<file path="config.mk">
export PLATFORM = sky130hd
export DESIGN_NAME = life_generation_stencil
export DESIGN_NICKNAME = d
export VERILOG_FILES = /design/src/rtl/lgs_pkg.sv /design/src/rtl/life_generation_stencil.sv
export SDC_FILE = /design/constraint.sdc
export NUM_CORES = 2
export LEC_CHECK = 0
export BUFFER_PORTS_ARGS = -buffer_cell sky130_fd_sc_hd__buf_2
export CAP_MARGIN = 10
export CORE_MARGIN = 2
export CORE_UTILIZATION = 35
export DETAILED_ROUTE_END_ITERATION = 7
export SETUP_SLACK_MARGIN = 0.3
export SYNTH_ARGS = -nofsm -noshare
export SYNTH_HDL_FRONTEND = slang
export SYNTH_SLANG_ARGS = --single-unit
</file>
<file path="constraint.sdc">
create_clock -name clk_i -period 20.8 [get_ports clk_i]
set_input_delay 3.12 -clock clk_i [delete_from_list [all_inputs] [get_ports clk_i]]
set_output_delay 3.12 -clock clk_i [all_outputs]
set_load 0.1 [all_outputs]
</file>
<file path="src/rtl/lgs_pkg.sv">
// shared constants, register codes and the b3/s23 cell rule for the life stencil
// no dependencies; used by life_generation_stencil
`timescale 1ns / 1ps
`default_nettype none

package lgs_pkg;

  // configuration register width and codes
  localparam int unsigned CfgW = 10;

  typedef enum logic [0:0] {
    CFG_GRID_WIDTH  = 1'b0,
    CFG_GRID_HEIGHT = 1'b1
  } cfg_index_e;

  localparam logic [CfgW-1:0] CfgDimReset = 10'd512;

  // smallest grid dimension, and the neighbor counts of the rule
  localparam int unsigned MinDim     = 3;
  localparam logic [3:0]  BirthCount = 4'd3;
  localparam logic [3:0]  StayCount  = 4'd2;

  // stream byte width
  localparam int unsigned TDataW = 8;

  // window bit = column*3 + row, column 0 oldest, row 0 top; bit 4 is the center
  function automatic logic life_rule(input logic [8:0] win);
    logic [3:0] count;
    count = 4'd0;
    for (int i = 0; i < 9; i++) begin
      if (i != 4) begin
        count = count + {3'd0, win[i]};
      end
    end
    return (count == BirthCount) || (win[4] && (count == StayCount));
  endfunction

endpackage

`default_nettype wire

</file>
<file path="src/rtl/life_generation_stencil.sv">
// one generation of the b3/s23 automaton over a raster cell stream, two line memories
// depends on lgs_pkg
//
//  channel   | dir | handshake                   | payload
//  ----------+-----+-----------------------------+----------------------------------
//  s_axis    | in  | s_axis_tvalid/s_axis_tready | tdata[0] curr_live
//  m_axis    | out | m_axis_tvalid/m_axis_tready | tdata[0] next_alive, tlast last_of_frame
//  cfg       | in  | cfg_valid_i/cfg_ready_o     | cfg_index_i, cfg_data_i
//
// one cell per cycle sustained while the output is not stalled; at its input transfer
// a cell and its line memory reads are registered in stage 1, then the window update
// and rule put its result in the output register. after reset both line memories are
// cleared one entry a cycle, and no cell is taken during that pass; config writes are
// taken at any time. a stalled output holds the result stage; the input keeps flowing
// while a cell that gives no result passes or the output register is free or drained.
`timescale 1ns / 1ps
`default_nettype none

module life_generation_stencil #(
  parameter int unsigned MAX_WIDTH  = 512,
  parameter int unsigned MAX_HEIGHT = 512
) (
  input  wire                          clk_i,
  input  wire                          rst_ni,
  // config write channel
  input  wire                          cfg_valid_i,
  output logic                         cfg_ready_o,
  input  wire                          cfg_index_i,
  input  wire  [lgs_pkg::CfgW-1:0]     cfg_data_i,
  // cell stream in
  input  wire                          s_axis_tvalid,
  output logic                         s_axis_tready,
  input  wire  [lgs_pkg::TDataW-1:0]   s_axis_tdata,   // [0] curr_live
  // next generation out
  output logic                         m_axis_tvalid,
  input  wire                          m_axis_tready,
  output logic [lgs_pkg::TDataW-1:0]   m_axis_tdata,   // [0] next_alive
  output logic                         m_axis_tlast    // last_of_frame
);

  localparam int unsigned CW   = $clog2(MAX_WIDTH + 1);
  localparam int unsigned RW   = $clog2(MAX_HEIGHT + 3);
  localparam int unsigned AW   = $clog2(MAX_WIDTH);
  localparam int unsigned CmpW = (CW > lgs_pkg::CfgW) ? CW : lgs_pkg::CfgW;
  localparam int unsigned CmpH = (RW > lgs_pkg::CfgW) ? RW : lgs_pkg::CfgW;

  // config registers
  logic [lgs_pkg::CfgW-1:0] grid_width_q, grid_height_q;

  assign cfg_ready_o = 1'b1;

  always_ff @(posedge clk_i or negedge rst_ni) begin
    if (!rst_ni) begin
      grid_width_q  <= lgs_pkg::CfgDimReset;
      grid_height_q <= lgs_pkg::CfgDimReset;
    end else if (cfg_valid_i && cfg_ready_o) begin
      unique case (lgs_pkg::cfg_index_e'(cfg_index_i))
        lgs_pkg::CFG_GRID_WIDTH:  grid_width_q  <= cfg_data_i;
        lgs_pkg::CFG_GRID_HEIGHT: grid_height_q <= cfg_data_i;
        default: ;
      endcase
    end
  end

  // effective dimensions clamped to [3, max]
  logic [CW-1:0]   w_eff;
  logic [RW-1:0]   h_eff;
  logic [CmpW-1:0] gw_ext;
  logic [CmpH-1:0] gh_ext;

  always_comb begin
    gw_ext = CmpW'(grid_width_q);
    gh_ext = CmpH'(grid_height_q);
    if (gw_ext < CmpW'(lgs_pkg::MinDim))  w_eff = CW'(lgs_pkg::MinDim);
    else if (gw_ext > CmpW'(MAX_WIDTH))   w_eff = CW'(MAX_WIDTH);
    else                                  w_eff = CW'(gw_ext);
    if (gh_ext < CmpH'(lgs_pkg::MinDim))  h_eff = RW'(lgs_pkg::MinDim);
    else if (gh_ext > CmpH'(MAX_HEIGHT))  h_eff = RW'(MAX_HEIGHT);
    else                                  h_eff = RW'(gh_ext);
  end

  // clearing pass after reset
  logic          clr_busy_q;
  logic [AW-1:0] clr_addr_q;

  always_ff @(posedge clk_i or negedge rst_ni) begin
    if (!rst_ni) begin
      clr_busy_q <= 1'b1;
      clr_addr_q <= '0;
    end else if (clr_busy_q) begin
      clr_addr_q <= clr_addr_q + AW'(1);
      if (clr_addr_q == AW'(MAX_WIDTH - 1)) begin
        clr_busy_q <= 1'b0;
      end
    end
  end

  // stage 0: position tracking and line memory read
  logic [CW-1:0] col_q, col_d;
  logic [RW-1:0] row_q, row_d;
  logic [CW-1:0] c0, c_inc;
  logic [RW-1:0] r0;
  logic          s0_final, s0_cur, s0_emit;
  logic          in_fire;

  always_comb begin
    if (col_q >= w_eff) begin
      c0 = '0;
      r0 = row_q + RW'(1);
    end else begin
      c0 = col_q;
      r0 = row_q;
    end
    s0_final = (r0 >= h_eff + RW'(1));
    s0_cur   = (r0 < h_eff) && s_axis_tdata[0];
    s0_emit  = s0_final || ((r0 >= RW'(1)) && ((c0 >= CW'(1)) || (r0 >= RW'(2))));
    c_inc    = c0 + CW'(1);
    priority if (s0_final) begin
      col_d = '0;
      row_d = '0;
    end else if (c_inc >= w_eff) begin
      col_d = '0;
      row_d = r0 + RW'(1);
    end else begin
      col_d = c_inc;
      row_d = r0;
    end
  end

  always_ff @(posedge clk_i or negedge rst_ni) begin
    if (!rst_ni) begin
      col_q <= '0;
      row_q <= '0;
    end else if (in_fire) begin
      col_q <= col_d;
      row_q <= row_d;
    end
  end

  // stage 1 registers
  logic          s1_valid_q;
  logic [AW-1:0] s1_addr_q;
  logic          s1_cur_q, s1_up_en_q, s1_mid_en_q, s1_restart_q, s1_final_q, s1_emit_q;
  logic          rd_upper_q, rd_middle_q;
  logic          s1_go, out_free;

  always_ff @(posedge clk_i or negedge rst_ni) begin
    if (!rst_ni) begin
      s1_valid_q <= 1'b0;
    end else if (in_fire) begin
      s1_valid_q <= 1'b1;
    end else if (s1_go) begin
      s1_valid_q <= 1'b0;
    end
  end

  always_ff @(posedge clk_i) begin
    if (in_fire) begin
      s1_addr_q    <= c0[AW-1:0];
      s1_cur_q     <= s0_cur;
      s1_up_en_q   <= (r0 >= RW'(2));
      s1_mid_en_q  <= (r0 >= RW'(1));
      s1_restart_q <= (c0 == '0) || s0_final;
      s1_final_q   <= s0_final;
      s1_emit_q    <= s0_emit;
    end
  end

  // line memories: read on input transfer, write back from stage 1
  logic row_store_upper  [MAX_WIDTH];
  logic row_store_middle [MAX_WIDTH];
  logic up, mid;

  assign up  = s1_up_en_q && rd_upper_q;
  assign mid = s1_mid_en_q && rd_middle_q;

  always_ff @(posedge clk_i) begin
    if (clr_busy_q) begin
      row_store_upper[clr_addr_q] <= 1'b0;
    end else if (s1_go) begin
      row_store_upper[s1_addr_q] <= mid;
    end
    if (in_fire) begin
      rd_upper_q <= row_store_upper[c0[AW-1:0]];
    end
  end

  always_ff @(posedge clk_i) begin
    if (clr_busy_q) begin
      row_store_middle[clr_addr_q] <= 1'b0;
    end else if (s1_go) begin
      row_store_middle[s1_addr_q] <= s1_cur_q;
    end
    if (in_fire) begin
      rd_middle_q <= row_store_middle[c0[AW-1:0]];
    end
  end

  // 3x3 window and rule
  logic [8:0] win_q, win_d, eval;
  logic [2:0] col_bits;

  always_comb begin
    col_bits = {s1_cur_q, mid, up};
    if (s1_restart_q) begin
      eval  = {3'b000, win_q[8:3]};
      win_d = {col_bits, 6'b0};
    end else begin
      eval  = {col_bits, win_q[8:3]};
      win_d = eval;
    end
    if (s1_final_q) begin
      win_d = '0;
    end
  end

  always_ff @(posedge clk_i or negedge rst_ni) begin
    if (!rst_ni) begin
      win_q <= '0;
    end else if (s1_go) begin
      win_q <= win_d;
    end
  end

  // output register
  logic out_valid_q, out_alive_q, out_last_q;

  assign out_free      = !out_valid_q || m_axis_tready;
  assign s1_go         = s1_valid_q && (!s1_emit_q || out_free);
  assign s_axis_tready = !clr_busy_q && (!s1_valid_q || s1_go);
  assign in_fire       = s_axis_tvalid && s_axis_tready;

  always_ff @(posedge clk_i or negedge rst_ni) begin
    if (!rst_ni) begin
      out_valid_q <= 1'b0;
    end else if (s1_go && s1_emit_q) begin
      out_valid_q <= 1'b1;
    end else if (m_axis_tready) begin
      out_valid_q <= 1'b0;
    end
  end

  always_ff @(posedge clk_i) begin
    if (s1_go && s1_emit_q) begin
      out_alive_q <= lgs_pkg::life_rule(eval);
      out_last_q  <= s1_final_q;
    end
  end

  assign m_axis_tvalid = out_valid_q;
  assign m_axis_tdata  = {{(lgs_pkg::TDataW-1){1'b0}}, out_alive_q};
  assign m_axis_tlast  = out_last_q;

  // checks
  // the first cell of a frame may reuse the entry just written, but its read is masked
  a_no_same_entry: assert property (@(posedge clk_i) disable iff (!rst_ni)
    (in_fire && s1_go && (r0 >= RW'(1))) |-> (c0[AW-1:0] != s1_addr_q))
    else $error("line memory read and write hit the same entry");

  a_out_not_overwritten: assert property (@(posedge clk_i) disable iff (!rst_ni)
    (out_valid_q && !m_axis_tready) |-> !(s1_go && s1_emit_q))
    else $error("stalled result overwritten");

  a_frame_restart: assert property (@(posedge clk_i) disable iff (!rst_ni)
    (in_fire && s0_final) |=> ((col_q == '0) && (row_q == '0)))
    else $error("positions not cleared after frame end");

endmodule

`default_nettype wire

</file>
==> results.md <==
* Initial DRC Count at 3975
* Synth warn at 0
* GRT Max-Usage Layer: met2
* Wirelength per Cell at ~27 um
* Clk sinks at approximately 1.1k
* Worst Setup Start Kind: register
* Global-route wire length before repair at around 210000 um
* TritonCTS buffer count at approximately 110
* Final #Nets at ~3.7k
* RSZ-0062 raised after global routing: false
* Fraction of registers with async set/reset at around 5.3%
* FF-to-FF Start: col_q[0]
* WS Path Type: reg -> reg
* F_max at between 100 and 150 MHz
* Grt met2 use at approximately a third
* Design Power at about 6600 uW
* Setup repair bufs after CTS at 0
* Worst Skew at about 0.047 ns
* Critical path capture point type: register
* Ports at 36
* Yosys top cell by area: edfxtp_1
* R2R cell count at 16
* Die area at around 140000 um2
* Area taken by multi-input logic gates at 14060 um2
* Crit-path max FO at 45
* Reg power frac at between 40% and 50%
* Cells after synthesis at between 3k and 4k
* Most frequent cell after synthesis: edfxtp_1
* Post-CTS Resized at 0
* Met1 usage in global routing at 28.82%
* Crit path launch: col_q[0]
* Storage cell area at 32790 um2
* Htree depth at 3
* Clock-pin slew on the worst setup and hold paths at approximately 0.06 ns
* Peak VDD IR at 0.0001292 V
* Tmin final at around 7.7 ns
* CORE AREA at about 140000 um2
* Ys flop type: edfxtp_1
* Row count at between 100 and 150
* R2r setup slk at between 10 and 15 ns
* Final setup fails at 0
* Routability cong. at approximately 0.84
* Reg2reg end: rd_middle_q
* Int Pwr at roughly 4300 uW
* Total negative slack at 0 ns
* Slew margin rel. at a little under 10%
* Tot GR Track Use at 20.55%
* Worst Hold Depth at 2
* Area Growth Syn to Fin at 11.79%
* # hold bufs at CTS at 0
* GR Overflow Total at 0
* Max cap viols at 0
* Via density at roughly 5.7
* Fin. Hold Viols at 0
* Initial antenna violation count at 2
* Pre-CTS setup slack at between 10 and 15 ns
* PwrDens at roughly 120 nW/um2
* Status: finished, final reports clean
* EDFF count, synth at roughly 1.0k
* Post-synthesis sequential area ratio at about 69%
* Critical Path AT at 8.12 ns
* CTS tree: built
* Vias in the first global route at 30.32k
* Synth top cells by count: 1043 x edfxtp_1, 653 x nor2_1, 359 x nand2_1, 233 x mux2i_1, 135 x clkbuf_1
* Worst hold path class: reg -> reg
* Vias at ~31k
* WL final at ~150000 um
* Switching share of power at between 30% and 40%
* Clk root buf: clkbuf_16
* Post-synth cell types at 84
* Met3 Use GR at 3.291%
* Die H at around 370 um
* Flops & latches, synth at between 1k and 1.5k
* TritonRoute pass-1 iters at 6
* Syn Area/Cell at between 10 and 15 um2
* Filler instances at about 13k
* Comb power frac at ~29%
* P_sw at around 2300 uW
* Port-buffer cells at 20
* Share of layout cells above drive strength 1 at 10.43%
* Skew-Pair Late Insertion Delay at between 0.7 and 0.8 ns
* DP HPWL at between 80000 and 90000 um
* Post-synthesis cell area at ~48000 um2
* PnR worst setup slack at between 10 and 15 ns
* Slew @ Worst Pin at ~1.3 ns
* Deepest clock path buffer count at 3
* Largest net degree at the start of global routing at between 200 and 250
* Proportion of netlist area held by the largest area contributor at 65.49%
* Final Slew Violations at 0
* Final worst-path cycle share at between 30% and 40%
* Die X at about 370 um
* Drt drc at 0
* Leakage at 0.01763 uW
* Required time worst endpoint at between 20 and 25 ns
* Initial Utilization at 35.30%
* Clock power frac at about 30%
* Main area contributors after synthesis: edfxtp_1 65%, nor2_1 5.1%, mux2i_1 4.9%, dfrtp_1 2.9%, nand2_1 2.8%
* CP endpoint: rd_middle_q
* Post-DRT Antenna Nets at 0
kinds of logic after synthesis:
| logic type | after synthesis | share of synthesized area, % |
|---|---|---|
| adders and majority gates | 66 | 1.758 |
| xor gates and xnor gates | 43 | 0.7875 |
| buffers and inverters | 279 | 2.438 |
| other | 2 | 0.01570 |
| DFF | 1101 | 68.53 |
| muxes | 313 | 7.278 |
| AOI/OAI and AO/OA | 595 | 8.293 |
| and+or+nand+nor | 1252 | 10.90 |
critical path, stage by stage (launching register included):
cell	delay (ns)
dfrtp_4	0.65
inv_2	0.66
ha_1	0.36
nand2b_4	0.15
a211oi_4	0.25
o21ai_2	0.23
a21o_4	0.50
inv_6	0.52
buf_4	0.60
buf_4	0.66
mux2i_1	0.29
o22ai_1	0.10
nor3_1	0.28
a31oi_1	0.36
a2111oi_0	1.01
a311oi_1	0.19
o32a_1	0.43
final cells by class:
class                   count  area share (%)
flip-flops and latches   1101           61.33
well taps                1781           4.168
diodes                      1        0.004681
inverters                  30          0.2200
clock buffers             152           5.813
repair buffers             89           1.297
clock inverters            53          0.8683
multi-input cells        2277           26.30
flip-flops by register name (all words and copies together), names as in the netlist, 6 cells and up:
signal	flops
clr_addr_q	9
col_q	10
gh_ext	10
grid_width_q	10
row_q	10
row_store_middle	512
row_store_upper	512
s1_addr_q	9
win_q	6
worst min-delay path by stage:
stage	from	to	slack (ns)
2_1_floorplan	win_q[7]	win_q[7]	0.46
3_3_place_gp	row_q[9]	row_q[9]	0.49
3_5_place_dp	row_q[9]	row_q[9]	0.50
4_1_cts	row_q[9]	row_q[9]	0.51
5_1_grt	grid_width_q[0]	grid_width_q[0]	0.54
6_report	row_q[9]	row_q[9]	0.51
power by group through the flow:
stage | logic, uW | registers (uW) | clock network (uW)
2_1_floorplan | 1170 | 2830 | 0
3_3_place_gp | 1910 | 2750 | 0
3_5_place_dp | 1910 | 2750 | 0
4_1_cts | 1920 | 2700 | 2000
5_1_grt | 2050 | 2710 | 2080
6_report | 1940 | 2710 | 1980
through the flow:
stage	hold WS (ns)	std cells	util, %	area, um2
finish	0.5086	5484	39.47	53460
global route	0.5443	5483	39.46	53460
CTS	0.5140	5483	39.46	53460
detailed placement	0.4993	5278	36.83	49890
global placement	0.4946	5278	36.83	49890
floorplan	0.4649	3657	-	47850
layout by cell type (no fill, tap or decap), drive strengths merged, types with 15 or more instances in the layout:
cell,Yosys,layout
a211oi,48,48
a21oi,135,135
a221oi,25,25
a31oi,40,40
buf,114,89
clkbuf,135,152
clkinv,3,41
dfrtp,55,55
edfxtp,1043,1043
ha,64,64
inv,27,30
mux2,58,58
mux2i,233,233
mux4,22,22
nand2,359,359
nand3,88,88
nor2,653,653
nor2b,26,26
nor3,35,35
nor4,15,15
o211ai,18,18
o21ai,111,111
o221ai,20,20
o22ai,62,62
o31ai,19,19
xnor2,35,35
layer usage:
metal | part of all wire [%] | wire, um
met4 | 3.4 | 5012
met5 | 0.022 | 32
met3 | 9.7 | 14240
met1 | 41 | 60060
met2 | 46 | 67070
Note: power is estimated with default switching activity, not from simulation.
